[src/hdl/lemc_pkg.sv]
// lemc_pkg: shared types and constants for the led effect mode controller
// no dependencies; used by every file under hdl
`timescale 1ns / 1ps

package lemc_pkg;

  localparam int unsigned UPD_W    = 11;
  localparam int unsigned CNT_W    = 16;
  localparam int unsigned HUE_W    = 11;
  localparam int unsigned STYLE_W  = 3;
  localparam int unsigned KIND_W   = 3;
  localparam int unsigned CFG_IDX_W = 1;
  localparam int unsigned CFG_W    = 16;

  localparam logic [HUE_W-1:0]   HUE_LAST    = 11'd1529;
  localparam logic [CNT_W-1:0]   CNT_MAX     = 16'hFFFF;
  localparam logic [CNT_W-1:0]   FLASH_MULT  = 16'd25;
  localparam logic [UPD_W-1:0]   UPD_RESET   = 11'd10;
  localparam logic [CNT_W-1:0]   DEB_RESET   = 16'd50;
  localparam logic [STYLE_W-1:0] STYLE_LAST  = 3'd6;

  localparam logic [CFG_IDX_W-1:0] CFG_UPDATE   = 1'b0;
  localparam logic [CFG_IDX_W-1:0] CFG_DEBOUNCE = 1'b1;

  typedef enum logic [1:0] {
    OVR_NORMAL = 2'd0,
    OVR_OEM    = 2'd1,
    OVR_OFF    = 2'd2,
    OVR_SPARE  = 2'd3
  } ovr_t;

  typedef enum logic [KIND_W-1:0] {
    KIND_NONE   = 3'd0,
    KIND_COLOUR = 3'd1,
    KIND_GAUGE  = 3'd2,
    KIND_OEM    = 3'd3,
    KIND_OFF    = 3'd4
  } kind_t;

  typedef enum logic [STYLE_W-1:0] {
    STY_RAINBOW_GAUGE = 3'd0,
    STY_RAINBOW       = 3'd1,
    STY_GREEN         = 3'd2,
    STY_FLASH_GREEN   = 3'd3,
    STY_FLASH_BLUE    = 3'd4,
    STY_FLASH_PINK    = 3'd5,
    STY_RED           = 3'd6,
    STY_BAD           = 3'd7
  } style_t;

  typedef struct packed {
    logic [7:0] red;
    logic [7:0] green;
    logic [7:0] blue;
    kind_t      kind;
    style_t     style;
  } frame_t;

endpackage

[src/hdl/lemc_wheel.sv]
// lemc_wheel: maps a hue position 0..1529 onto an rgb colour
// depends on lemc_pkg
`timescale 1ns / 1ps

module lemc_wheel (
  input  logic [lemc_pkg::HUE_W-1:0] hue,
  output logic [7:0]                 red,
  output logic [7:0]                 green,
  output logic [7:0]                 blue
);

  logic [lemc_pkg::HUE_W-1:0] d510;
  logic [lemc_pkg::HUE_W-1:0] d1020;
  logic [lemc_pkg::HUE_W-1:0] d1530;
  logic [lemc_pkg::HUE_W-1:0] s510;
  logic [lemc_pkg::HUE_W-1:0] s1020;

  assign d510  = 11'd510 - hue;
  assign d1020 = 11'd1020 - hue;
  assign d1530 = 11'd1530 - hue;
  assign s510  = hue - 11'd510;
  assign s1020 = hue - 11'd1020;

  always_comb begin
    red   = 8'd0;
    green = 8'd0;
    blue  = 8'd0;
    if (hue <= 11'd255) begin
      red  = 8'd255;
      blue = hue[7:0];
    end else if (hue <= 11'd510) begin
      red  = d510[7:0];
      blue = 8'd255;
    end else if (hue <= 11'd765) begin
      green = s510[7:0];
      blue  = 8'd255;
    end else if (hue <= 11'd1020) begin
      green = 8'd255;
      blue  = d1020[7:0];
    end else if (hue <= 11'd1275) begin
      red   = s1020[7:0];
      green = 8'd255;
    end else if (hue <= 11'd1530) begin
      red   = 8'd255;
      green = d1530[7:0];
    end
  end

endmodule

[src/hdl/lemc_core.sv]
// lemc_core: effect state (hue, style, flash phase, elapsed counters) and frame logic
// depends on lemc_pkg and lemc_wheel
`timescale 1ns / 1ps

module lemc_core (
  input  logic                         clk,
  input  logic                         rst_n,
  input  logic                         accept,
  input  logic                         up_pressed,
  input  logic                         down_pressed,
  input  lemc_pkg::ovr_t               override_mode,
  input  logic [lemc_pkg::UPD_W-1:0]   update_interval,
  input  logic [lemc_pkg::CNT_W-1:0]   flash_interval,
  input  logic [lemc_pkg::CNT_W-1:0]   debounce_interval,
  output lemc_pkg::frame_t             frame
);

  logic [lemc_pkg::HUE_W-1:0] hue_r, hue_nxt, hue_step;
  lemc_pkg::style_t           style_r, style_nxt, style_btn;
  logic                       bright_r, bright_nxt;
  logic [lemc_pkg::CNT_W-1:0] refresh_r, refresh_nxt, refresh_inc;
  logic [lemc_pkg::CNT_W-1:0] press_r, press_nxt, press_inc;
  logic                       debounced;
  logic [7:0]                 wh_red, wh_green, wh_blue;

  assign refresh_inc = (refresh_r == lemc_pkg::CNT_MAX) ? refresh_r : refresh_r + 16'd1;
  assign press_inc   = (press_r == lemc_pkg::CNT_MAX) ? press_r : press_r + 16'd1;
  assign debounced   = press_inc > debounce_interval;
  assign hue_step    = (hue_r >= lemc_pkg::HUE_LAST) ? '0 : hue_r + 11'd1;

  lemc_wheel u_wheel (
    .hue   (hue_step),
    .red   (wh_red),
    .green (wh_green),
    .blue  (wh_blue)
  );

  // down wins; up is ignored when both are pressed
  always_comb begin
    style_btn = style_r;
    if (down_pressed && debounced) begin
      style_btn = (style_r == lemc_pkg::STY_RAINBOW_GAUGE) ? lemc_pkg::STY_RED
                : lemc_pkg::style_t'(style_r - 3'd1);
    end else if (up_pressed && debounced) begin
      style_btn = (style_r >= lemc_pkg::STYLE_LAST) ? lemc_pkg::STY_RAINBOW_GAUGE
                : lemc_pkg::style_t'(style_r + 3'd1);
    end
  end

  always_comb begin
    hue_nxt     = hue_r;
    style_nxt   = style_btn;
    bright_nxt  = bright_r;
    refresh_nxt = refresh_inc;
    press_nxt   = (up_pressed || down_pressed) ? '0 : press_inc;
    frame       = '0;
    frame.kind  = lemc_pkg::KIND_NONE;
    case (override_mode)
      lemc_pkg::OVR_OEM: frame.kind = lemc_pkg::KIND_OEM;
      lemc_pkg::OVR_OFF: frame.kind = lemc_pkg::KIND_OFF;
      default: begin
        case (style_btn)
          lemc_pkg::STY_RAINBOW_GAUGE, lemc_pkg::STY_RAINBOW: begin
            if (refresh_inc > {5'd0, update_interval}) begin
              hue_nxt     = hue_step;
              frame.red   = wh_red;
              frame.green = wh_green;
              frame.blue  = wh_blue;
              frame.kind  = (style_btn == lemc_pkg::STY_RAINBOW_GAUGE) ?
                            lemc_pkg::KIND_GAUGE : lemc_pkg::KIND_COLOUR;
              refresh_nxt = '0;
            end
          end
          lemc_pkg::STY_GREEN: begin
            frame.green = 8'd255;
            frame.kind  = lemc_pkg::KIND_COLOUR;
          end
          lemc_pkg::STY_FLASH_GREEN, lemc_pkg::STY_FLASH_BLUE,
          lemc_pkg::STY_FLASH_PINK: begin
            if (refresh_inc > flash_interval) begin
              if (style_btn == lemc_pkg::STY_FLASH_GREEN) begin
                frame.green = bright_r ? 8'd255 : 8'd100;
              end else if (style_btn == lemc_pkg::STY_FLASH_BLUE) begin
                frame.blue = bright_r ? 8'd255 : 8'd100;
              end else begin
                frame.red  = bright_r ? 8'd255 : 8'd100;
                frame.blue = bright_r ? 8'd175 : 8'd68;
              end
              bright_nxt  = ~bright_r;
              frame.kind  = lemc_pkg::KIND_COLOUR;
              refresh_nxt = '0;
            end
          end
          lemc_pkg::STY_RED: begin
            frame.red  = 8'd255;
            frame.kind = lemc_pkg::KIND_COLOUR;
          end
          default: style_nxt = lemc_pkg::STY_RAINBOW_GAUGE;
        endcase
      end
    endcase
    frame.style = style_nxt;
  end

  always_ff @(posedge clk) begin
    if (!rst_n) begin
      hue_r     <= '0;
      style_r   <= lemc_pkg::STY_RAINBOW_GAUGE;
      bright_r  <= 1'b1;
      refresh_r <= '0;
      press_r   <= '0;
    end else if (accept) begin
      hue_r     <= hue_nxt;
      style_r   <= style_nxt;
      bright_r  <= bright_nxt;
      refresh_r <= refresh_nxt;
      press_r   <= press_nxt;
    end
  end

endmodule

[src/hdl/led_effect_mode_controller.sv]
// led_effect_mode_controller: top level with config registers and output register
// depends on lemc_pkg and lemc_core
`timescale 1ns / 1ps
//
//  channel  dir  handshake               payload
//  in_      in   in_tvalid / in_tready   tdata: up, down   tuser: override_mode
//  out_     out  out_tvalid / out_tready tdata: r, g, b, style  tuser: frame_kind
//  cfg_     in   cfg_we                  cfg_index, cfg_wdata
//
//  one tick word per cycle unless out_ stalls; frame on out_ in the cycle after acceptance
//  the single output register is reloaded in the cycle it is taken, so in_tready
//  stays high under a free-flowing sink and drops only while a frame is held
//  synchronous active-low reset gives style 0, hue 0, bright flash phase, counters 0
//  flash threshold (25 times update_interval) is worked out when the register is written

module led_effect_mode_controller (
  input  logic                            clk,
  input  logic                            rst_n,
  input  logic                            in_tvalid,
  output logic                            in_tready,
  input  logic [7:0]                      in_tdata,   // up_pressed, down_pressed
  input  logic [1:0]                      in_tuser,   // override_mode
  output logic                            out_tvalid,
  input  logic                            out_tready,
  output logic [31:0]                     out_tdata,  // red, green, blue, style_now
  output logic [2:0]                      out_tuser,  // frame_kind
  input  logic                            cfg_we,
  input  logic [lemc_pkg::CFG_IDX_W-1:0]  cfg_index,
  input  logic [lemc_pkg::CFG_W-1:0]      cfg_wdata
);

  logic [lemc_pkg::UPD_W-1:0] upd_r;
  logic [lemc_pkg::CNT_W-1:0] flash_r;
  logic [lemc_pkg::CNT_W-1:0] deb_r;
  logic                       out_valid_r;
  lemc_pkg::frame_t           frame_nxt, frame_r;
  logic                       accept;
  logic [31:0]                flash_prod;

  assign in_tready  = !out_valid_r || out_tready;
  assign accept     = in_tvalid && in_tready;
  assign flash_prod = {21'd0, cfg_wdata[lemc_pkg::UPD_W-1:0]} * {16'd0, lemc_pkg::FLASH_MULT};

  lemc_core u_core (
    .clk               (clk),
    .rst_n             (rst_n),
    .accept            (accept),
    .up_pressed        (in_tdata[0]),
    .down_pressed      (in_tdata[1]),
    .override_mode     (lemc_pkg::ovr_t'(in_tuser)),
    .update_interval   (upd_r),
    .flash_interval    (flash_r),
    .debounce_interval (deb_r),
    .frame             (frame_nxt)
  );

  always_ff @(posedge clk) begin
    if (!rst_n) begin
      upd_r       <= lemc_pkg::UPD_RESET;
      flash_r     <= 16'd250;
      deb_r       <= lemc_pkg::DEB_RESET;
      out_valid_r <= 1'b0;
    end else begin
      if (cfg_we) begin
        case (cfg_index)
          lemc_pkg::CFG_UPDATE: begin
            upd_r   <= cfg_wdata[lemc_pkg::UPD_W-1:0];
            flash_r <= flash_prod[lemc_pkg::CNT_W-1:0];
          end
          lemc_pkg::CFG_DEBOUNCE: deb_r <= cfg_wdata;
          default: ;
        endcase
      end
      if (accept) begin
        out_valid_r <= 1'b1;
      end else if (out_tready) begin
        out_valid_r <= 1'b0;
      end
    end
  end

  always_ff @(posedge clk) begin
    if (accept) begin
      frame_r <= frame_nxt;
    end
  end

  assign out_tvalid = out_valid_r;
  assign out_tdata  = {5'd0, frame_r.style, frame_r.blue, frame_r.green, frame_r.red};
  assign out_tuser  = frame_r.kind;

endmodule

[config.mk]
export PLATFORM = sky130hd
export DESIGN_NAME = led_effect_mode_controller
export DESIGN_NICKNAME = d
export VERILOG_FILES = /design/src/hdl/lemc_pkg.sv /design/src/hdl/lemc_wheel.sv /design/src/hdl/lemc_core.sv /design/src/hdl/led_effect_mode_controller.sv
export SDC_FILE = /design/constraint.sdc
export NUM_CORES = 1
export LEC_CHECK = 0
export ABC_AREA = 1
export BUFFER_PORTS_ARGS = -buffer_cell sky130_fd_sc_hd__buf_2
export CAP_MARGIN = 0
export CORE_ASPECT_RATIO = 0.9
export CORE_MARGIN = 4
export CORE_UTILIZATION = 45
export CTS_BUF_LIST = sky130_fd_sc_hd__clkbuf_4
export DETAILED_ROUTE_END_ITERATION = 10
export GPL_TIMING_DRIVEN = 0
export MAX_ROUTING_LAYER = met4
export PLACE_DENSITY = 0.74
export SKIP_LAST_GASP = 1
export SYNTH_ARGS = -nofsm -noshare
export SYNTH_HDL_FRONTEND = slang
export SYNTH_SLANG_ARGS = --single-unit
[constraint.sdc]
create_clock -name clk -period 6.65 [get_ports clk]
set_clock_uncertainty 0.15 [all_clocks]
set_input_delay 0.9975 -clock clk [delete_from_list [all_inputs] [get_ports clk]]
set_output_delay 0.9975 -clock clk [all_outputs]
set_load 0.05 [all_outputs]
==> Implementation_results.wiki, run 1 <==
{| class="wikitable"
! Metric !! Value
|-
| Result of the run || finished clean
|-
| Most used standard cell by instance count after synthesis || sky130_fd_sc_hd__nand2_1
|-
| Setup Total Neg Slack || 0 ns
|-
| Count of buffer and inverter cells on the critical path || 6
|-
| Max-slew violations || 0
|-
| Distinct cell type count after synthesis || 50
|-
| Largest net degree at the start of global routing || 40
|-
| Number of nets in the finished design || 1,507
|-
| Final worst path period share || 0.8715
|-
| Latest clock arrival within the worst-skew pair || 0.54 ns
|-
| Critical path endpoint category || flip-flop
|-
| Area added between synthesis and finish || 10.78%
|-
| Final worst hold slack || between 0.3 and 0.4 ns
|-
| Endpoint required time on the critical path || 6.87 ns
|-
| Clock Pin Slew Worst Setup and Hold Paths || 0.11 ns
|-
| Overflow left after global routing || 0
|-
| Antenna violations before repair || 0
|-
| Routed Antenna Nets || 0
|-
| Die area || 22,430 um2
|-
| Average size of a mapped cell || between 7 and 8 um2
|-
| Critical Path AT || 6.02 ns
|-
| Number of hold violations in the final report || 0
|-
| Psw || roughly 550 uW
|-
| Leakage power total || 4.682 nW
|-
| Number of buffers added on ports || 56
|-
| Largest area contributor in the synthesized netlist || sky130_fd_sc_hd__dfxtp_1
|-
| Total of warnings raised by yosys || 0
|-
| Cell at the root of the clock tree || sky130_fd_sc_hd__clkbuf_4
|-
| Routed via count divided by cell count || 5.229
|-
| Number of I/O pins || 69
|-
| Minimum setup slack in the final design || between 0.8 and 0.9 ns
|-
| Count of flip-flops with a built-in enable after synthesis || 30
|-
| FF+latch count, synth || 118
|-
| Die Width || ~160 um
|-
| RSZ-0062 raised after global routing || false
|-
| Place WS || 0.9917 ns
|-
| Routability-driven placement congestion ratio || 0.9245
|-
| Antenna diode instance count || 0
|-
| Via Count || 8,512
|-
| Sequential fraction of design power || 0.432
|-
| Internal || about 1.3 mW
|-
| Post-synth ARST share || 0
|-
| Total power consumption of the routed design || 1.806 mW
|-
| Placeable core region || 19,460 um2
|-
| Synth Cell Area || roughly 9000 um2
|-
| Per-cell routed wire length || between 10 and 15 um
|-
| Fraction of power consumed by the clock network || 0.367
|-
| Total CTS buffers || 17
|-
| Path type of the worst setup path || reg -> reg
|-
| Global-route wire length before repair || 38,260 um
|-
| Maximum fanout encountered on the critical timing path || 10
|-
| IR Drop Worst-Case VDD || 0.1271 mV
|-
| Leading post-synthesis cells by instance count || sky130_fd_sc_hd__nand2_1 (289), sky130_fd_sc_hd__inv_1 (186), sky130_fd_sc_hd__a21oi_1 (141), sky130_fd_sc_hd__ha_1 (104), sky130_fd_sc_hd__dfxtp_1 (88)
|-
| Placed wire-length estimate || about 18,000 um
|-
| Timing-limited maximum frequency || 172.6 MHz
|-
| Die span in y || 142.5 um
|-
| Cell Rows || 48
|-
| Switching fraction of total power || 0.3031
|-
| Total Wirelength || between 20,000 and 25,000 um
|-
| Share of final-layout standard cells stronger than drive strength 1 || 0.1023
|-
| Layout Utilization || 0.5147
|-
| Number of design-rule violations left by the first detailed-router iteration || 565
|-
| Final setup violation count || 0
|-
| Sequential-to-total area share from yosys stat || 0.2945
|-
| Area fraction of the dominant cell type after synthesis || 0.1949
|-
| Number of clock sinks seen by CTS || 118
|-
| Max_slew headroom || 0.3600
|-
| Primary flip-flop cell chosen by synthesis mapping || sky130_fd_sc_hd__dfxtp_1
|-
| Power density cells || around 180 nW/um2
|-
| Level count of the clock H-tree || 4
|-
| Effective utilization at floorplan || 0.4646
|-
| Startpoint types || flip-flop
|-
| Cts hold-fix bufs || 0
|-
| Class of the worst hold path || reg -> reg
|-
| Clock period minus final worst setup slack || 5.795 ns
|-
| Number of max-capacitance violations reported || 0
|-
| Crit-path max cell delay || 0.40 ns
|-
| Pin slew with the least headroom to its limit || roughly 0.96 ns
|-
| Share of power burned in combinational logic || 0.201
|-
| Post-CTS Setup Repair Bufs || 0
|-
| Residual DRC || 0
|-
| CTS tree || yes
|-
| Mapped Cells || 1,286
|-
| PostCTS Resize Cnt || 0
|-
| Slowest stage cell on the critical path || sky130_fd_sc_hd__dfxtp_1
|-
| Number of global-route vias before repair || around 8k
|-
| Worst path most repeated cell || sky130_fd_sc_hd__nand2_1
|-
| All-layer global routing usage || 0.2147
|-
| Iteration count of the initial detailed-routing pass || 5
|-
| Most area-consuming cells after synthesis || sky130_fd_sc_hd__dfxtp_1 (19%), sky130_fd_sc_hd__ha_1 (14%), sky130_fd_sc_hd__nand2_1 (12%), sky130_fd_sc_hd__edfxtp_1 (10%), sky130_fd_sc_hd__a21oi_1 (7.8%)
|-
| Family of cells with the greatest summed delay on the critical path || simple AND/OR/NAND/NOR gates
|-
| Number of buffers between clock root and the deepest sink || 2
|}
## registers in the layout, summed over array words and instances (netlist names)
register          count
deb_r                16
flash_r              13
out_tdata            27
out_tuser             3
out_tvalid            1
u_core.bright_r       1
u_core.hue_r         11
u_core.press_r       16
u_core.refresh_r     16
u_core.style_r        3
upd_r                11
## power groups by stage
stage | clock (mW) | sequential, mW | combinational [mW]
floorplan | 0 | 0.834 | 0.227
global placement | 0 | 0.795 | 0.354
detailed placement | 0 | 0.796 | 0.363
CTS | 0.675 | 0.780 | 0.365
global route | 0.706 | 0.782 | 0.413
finish | 0.663 | 0.779 | 0.364
## worst paths after layout
| check | start | end | slack [ns] | cells past startpoint |
|---|---|---|---|---|
| hold reg to reg | deb_r[10] | deb_r[10] | 0.32 | 2 |
| setup reg to reg | u_core.press_r[0] | out_tdata[22] | 0.85 | 29 |
| hold / removal | deb_r[10] | deb_r[10] | 0.32 | 2 |
| setup / recovery | u_core.press_r[0] | out_tdata[22] | 0.85 | 29 |
## per-stage QoR
step	cell area, um2	std cells
after floorplan	9056	1290
final	10020	1628
after global placement	9649	1596
after detailed placement	9651	1596
after CTS	10020	1628
after global routing	10020	1628
## cells in the final DEF (no fill, tap or decap), types with 4 or more instances in the layout
cell type and n:
sky130_fd_sc_hd__nand2_1 289, sky130_fd_sc_hd__inv_1 186, sky130_fd_sc_hd__a21oi_1 141, sky130_fd_sc_hd__ha_1 104, sky130_fd_sc_hd__dfxtp_1 88, sky130_fd_sc_hd__nor2_1 83, sky130_fd_sc_hd__nand3_1 82, sky130_fd_sc_hd__o21ai_0 68
sky130_fd_sc_hd__buf_2 60, sky130_fd_sc_hd__xor2_1 39, sky130_fd_sc_hd__edfxtp_1 30, sky130_fd_sc_hd__clkbuf_1 23, sky130_fd_sc_hd__nor3_1 18, sky130_fd_sc_hd__clkbuf_4 18, sky130_fd_sc_hd__nand4_1 15, sky130_fd_sc_hd__inv_2 14
sky130_fd_sc_hd__o211ai_1 13, sky130_fd_sc_hd__o21ai_1 12, sky130_fd_sc_hd__xnor2_1 8, sky130_fd_sc_hd__nor2_2 7, sky130_fd_sc_hd__fa_1 6, sky130_fd_sc_hd__bufinv_16 6, sky130_fd_sc_hd__nand2_2 5, sky130_fd_sc_hd__buf_4 5
sky130_fd_sc_hd__conb_1 5, sky130_fd_sc_hd__nand3b_1 4, sky130_fd_sc_hd__nor2_4 4, sky130_fd_sc_hd__a31oi_1 4, sky130_fd_sc_hd__clkinv_1 4
## worst min-delay path: stages (launching register included)
cell                      delay, ns
sky130_fd_sc_hd__dfxtp_1       0.31
sky130_fd_sc_hd__inv_1         0.07
sky130_fd_sc_hd__a21oi_1       0.06
## area by class of cell
type / count / area [um2]
inverters: 203 / 763.2
clock buffers: 18 / 135.1
repair buffers: 56 / 280.3
plain buffers: 35 / 163.9
clock inverters: 14 / 230.2
flip-flops and latches: 118 / 2663
fillers: 1967 / 9443
well taps: 250 / 312.8
multi-input cells: 934 / 5468
## metal layers
metal	share of wire	GRT usage	up-vias
li1	-	-	4358
met1	0.45	0.2658	3921
met2	0.48	0.3659	209
met3	0.058	0.03861	24
met4	0.011	0.04934	0
met5	0	-	-
## kinds of logic (layout without fill, tap and decap cells)
family	count (synthesis)	count (layout)	share of synthesized area
simple gates	522	522	0.2527
buf+inv	238	326	0.1024
other cells	1	5	0.0004148
compound gates	250	250	0.1472
xor+xnor	47	47	0.04553
flops	118	118	0.2945
fa+ha+maj	110	110	0.1572
(Power assumes the default switching activity.)
==> inputs of run 2 (changes only) <==
--- a/config.mk
+++ b/config.mk
@@ -12,9 +12,8 @@
 export CORE_MARGIN = 4
 export CORE_UTILIZATION = 45
-export CTS_BUF_LIST = sky130_fd_sc_hd__clkbuf_4
 export DETAILED_ROUTE_END_ITERATION = 10
 export GPL_TIMING_DRIVEN = 0
 export MAX_ROUTING_LAYER = met4
-export PLACE_DENSITY = 0.74
+export PLACE_DENSITY_LB_ADDON = 0.15
 export SKIP_LAST_GASP = 1
 export SYNTH_ARGS = -nofsm -noshare
==> constraint.sdc (replaced) <==
create_clock -name clk -period 6.65 [get_ports clk]
set_clock_uncertainty 0.15 [all_clocks]
set_input_delay 0.665 -clock clk [delete_from_list [all_inputs] [get_ports clk]]
set_output_delay 0.665 -clock clk [all_outputs]
set_load 0.05 [all_outputs]
==> run 2 against run 1 <==
Net effect:
- utilization up 0.78 points
- via count fell by 1.2%
- power rose by 8.6%
- count of clock-buffer cells in the layout stayed put
- critical endpoint is now u_core.hue_r[9]
- largest power group is now clock
==> Implementation_results.wiki, run 2 (synthesis results as in run 1) <==
{| class="wikitable"
! Metric !! Value
|-
| Sequential fraction of design power || 0.398 (was 0.432)
|-
| Max_slew headroom || 0.3449 (was 0.3600)
|-
| Clock Pin Slew Worst Setup and Hold Paths || 0.06 ns (was 0.11 ns)
|-
| Cell at the root of the clock tree || sky130_fd_sc_hd__clkbuf_16 (was sky130_fd_sc_hd__clkbuf_4)
|-
| Die span in y || 142.5 um (unchanged)
|-
| Placeable core region || 19,460 um2 (unchanged)
|-
| Leakage power total || 4.740 nW (was 4.682 nW)
|-
| CTS tree || yes (unchanged)
|-
| Psw || 607.9 uW (was 547.3 uW)
|-
| PostCTS Resize Cnt || 0 (unchanged)
|-
| Iteration count of the initial detailed-routing pass || 5 (unchanged)
|-
| Startpoint types || flip-flop (unchanged)
|-
| Maximum fanout encountered on the critical timing path || 10 (unchanged)
|-
| Via Count || 8,414 (was 8,512)
|-
| Class of the worst hold path || reg -> reg (unchanged)
|-
| Latest clock arrival within the worst-skew pair || 0.42 ns (was 0.54 ns)
|-
| Level count of the clock H-tree || 4 (unchanged)
|-
| Number of nets in the finished design || 1,507 (unchanged)
|-
| Effective utilization at floorplan || 0.4646 (unchanged)
|-
| Post-route design area || 10,170 um2 (was 10,020 um2)
|-
| Number of global-route vias before repair || 8,085 (was 8,121)
|-
| Placed wire-length estimate || 18,230 um (was 17,920 um)
|-
| GRT met2 Usage || 0.3742 (was 0.3659)
|-
| Per-cell routed wire length || 14.41 um (was 14.00 um)
|-
| Largest net degree at the start of global routing || 40 (unchanged)
|-
| Share of final-layout standard cells stronger than drive strength 1 || 0.1016 (was 0.1023)
|-
| Cell Rows || 48 (unchanged)
|-
| Overflow left after global routing || 0 (unchanged)
|-
| Worst reg2reg setup slack || 0.89 ns (was 0.85 ns)
|-
| Number of hold violations in the final report || 0 (unchanged)
|-
| Crit-path max cell delay || 0.39 ns (was 0.40 ns)
|-
| Most common library cell in the layout ignoring fill and taps || sky130_fd_sc_hd__nand2_1 (unchanged)
|-
| Path type of the worst setup path || reg -> reg (unchanged)
|-
| Hold Crit Endpoint || deb_r[11] (was deb_r[10])
|-
| Critical Path AT || 5.91 ns (was 6.02 ns)
|-
| Number of clock sinks seen by CTS || 118 (unchanged)
|-
| Cts hold-fix bufs || 0 (unchanged)
|-
| Total CTS buffers || 17 (unchanged)
|-
| Residual DRC || 0 (unchanged)
|-
| Place WS || 0.9595 ns (was 0.9917 ns)
|-
| Final worst path period share || 0.8658 (was 0.8715)
|-
| Setup Total Neg Slack || 0 ns (unchanged)
|-
| Routability-driven placement congestion ratio || 0.9429 (was 0.9245)
|-
| Area added between synthesis and finish || 12.47% (was 10.78%)
|-
| Endpoint required time on the critical path || 6.80 ns (was 6.87 ns)
|-
| Worst Reg-to-Reg Cells || 31 (was 29)
|-
| Post-CTS Setup Repair Bufs || 0 (unchanged)
|-
| Final setup violation count || 0 (unchanged)
|-
| Placed Instance Area || 9651 um2 (unchanged)
|-
| Layer with the highest usage after global routing || met2 (unchanged)
|-
| Routed via count divided by cell count || 5.168 (was 5.229)
|-
| RSZ-0062 raised after global routing || false (unchanged)
|-
| Critical path endpoint category || flip-flop (unchanged)
|-
| Internal || 1.353 mW (was 1.259 mW)
|-
| Antenna diode instance count || 0 (unchanged)
|-
| Share of power burned in combinational logic || 0.186 (was 0.201)
|-
| Fraction of power consumed by the clock network || 0.416 (was 0.367)
|-
| Startpoint of the most critical register-to-register path || u_core.press_r[0] (unchanged)
|-
| Power density cells || 192.8 nW/um2 (was 180.3 nW/um2)
|-
| Minimum setup slack in the final design || 0.8921 ns (was 0.8546 ns)
|-
| Timing-limited maximum frequency || 173.7 MHz (was 172.6 MHz)
|-
| Global-route wire length before repair || 39,240 um (was 38,260 um)
|-
| Number of I/O pins || 69 (unchanged)
|-
| Routed Antenna Nets || 0 (unchanged)
|-
| Pin slew with the least headroom to its limit || 0.9790 ns (was 0.9564 ns)
|-
| Switching fraction of total power || 0.3100 (was 0.3031)
|-
| Number of max-capacitance violations reported || 0 (unchanged)
|-
| FILL cells || 2,016 (was 1,967)
|-
| Global Route met3 Usage || 0.03831 (was 0.03861)
|-
| Max reg flops || 27 (unchanged)
|-
| FF-to-FF End || u_core.hue_r[9] (was out_tdata[22])
|-
| Commonest cells after routing, fill and taps aside || sky130_fd_sc_hd__nand2_1 (289), sky130_fd_sc_hd__inv_1 (186), sky130_fd_sc_hd__a21oi_1 (141) (unchanged)
|-
| Hold Crit Depth || 2 (unchanged)
|-
| Worst path most repeated cell || sky130_fd_sc_hd__nand2_1 (unchanged)
|-
| Min-Delay Startpoint || deb_r[11] (was deb_r[10])
|-
| Clock period minus final worst setup slack || 5.758 ns (was 5.795 ns)
|-
| Total Wirelength || 23,450 um (was 22,800 um)
|-
| Slowest stage cell on the critical path || sky130_fd_sc_hd__dfxtp_1 (unchanged)
|-
| Global routing usage on met1 || 0.2805 (was 0.2658)
|-
| All-layer global routing usage || 0.2233 (was 0.2147)
|-
| Antenna violations before repair || 0 (unchanged)
|-
| Result of the run || finished clean (unchanged)
|-
| Die area || 22,430 um2 (unchanged)
|-
| Number of design-rule violations left by the first detailed-router iteration || 507 (was 565)
|-
| Die Width || 157.4 um (unchanged)
|-
| Max-slew violations || 0 (unchanged)
|-
| Number of buffers added on ports || 56 (unchanged)
|-
| IR Drop Worst-Case VDD || 0.1787 mV (was 0.1271 mV)
|-
| Number of buffers between clock root and the deepest sink || 2 (unchanged)
|}
## run 2: cell count changes in the layout (fill, tap and decap cells not counted), sizes merged
cell,delta
clkinv,+5
bufinv,-6
clkinvlp,+2
inv,-1
## run 2: routing by layer
metal	vias up	routed length [um]
li1	4353	-
met1	3846	10900
met2	177	11140
met3	38	1005
met4	0	399
met5	-	0
## run 2: area by class of cell
cell class                 instances  area, um2  area share
clock inverter                    14      88.84    0.008736
multi-input combinational        934       5468      0.5377
inverter                         203      763.2     0.07506
sequential                       118       2663      0.2618
clock buffer                      18      429.2     0.04221
buffer                            35      163.9     0.01612
timing repair buffer              56      280.3     0.02756
tap                              250      312.8     0.03076
## run 2: power by group through the flow
stage	combinational [mW]	clock (mW)	sequential, mW
floorplan	0.227	0	0.834
global placement	0.361	0	0.795
detailed placement	0.366	0	0.796
CTS	0.368	0.830	0.780
global route	0.416	0.869	0.784
finish	0.365	0.816	0.780
## run 2: worst max-delay path, delay by kind of cell, from the launching register on
family | cells | cell delay (ns)
xor gates and xnor gates | 1 | 0.29
adders and majority gates | 3 | 0.70
AOI/OAI and AO/OA | 5 | 0.79
and+or+nand+nor | 16 | 2.41
DFF | 1 | 0.39
buffers and inverters | 6 | 0.94
## run 2: worst max-delay path by stage
| stage | end | slack [ns] | depth (start not counted) | from |
|---|---|---|---|---|
| after floorplan | out_tdata[1] | 1.98 | 31 | u_core.press_r[0] |
| after global placement | u_core.hue_r[7] | 1.01 | 33 | u_core.press_r[0] |
| after detailed placement | u_core.hue_r[9] | 0.96 | 32 | u_core.press_r[0] |
| after CTS | out_tdata[8] | 0.91 | 32 | u_core.press_r[0] |
| after global routing | u_core.hue_r[3] | 0.12 | 33 | u_core.press_r[0] |
| final | u_core.hue_r[9] | 0.89 | 31 | u_core.press_r[0] |
## run 2: stage by stage
stage	std cells	power (mW)	util	hold WS, ns
floorplan	1290	1.061	-	0.2853
global placement	1596	1.157	0.4959	0.3034
detailed placement	1596	1.162	0.4959	0.3034
CTS	1628	1.979	0.5226	0.3131
global route	1628	2.069	0.5226	0.3299
finish	1628	1.961	0.5226	0.3094
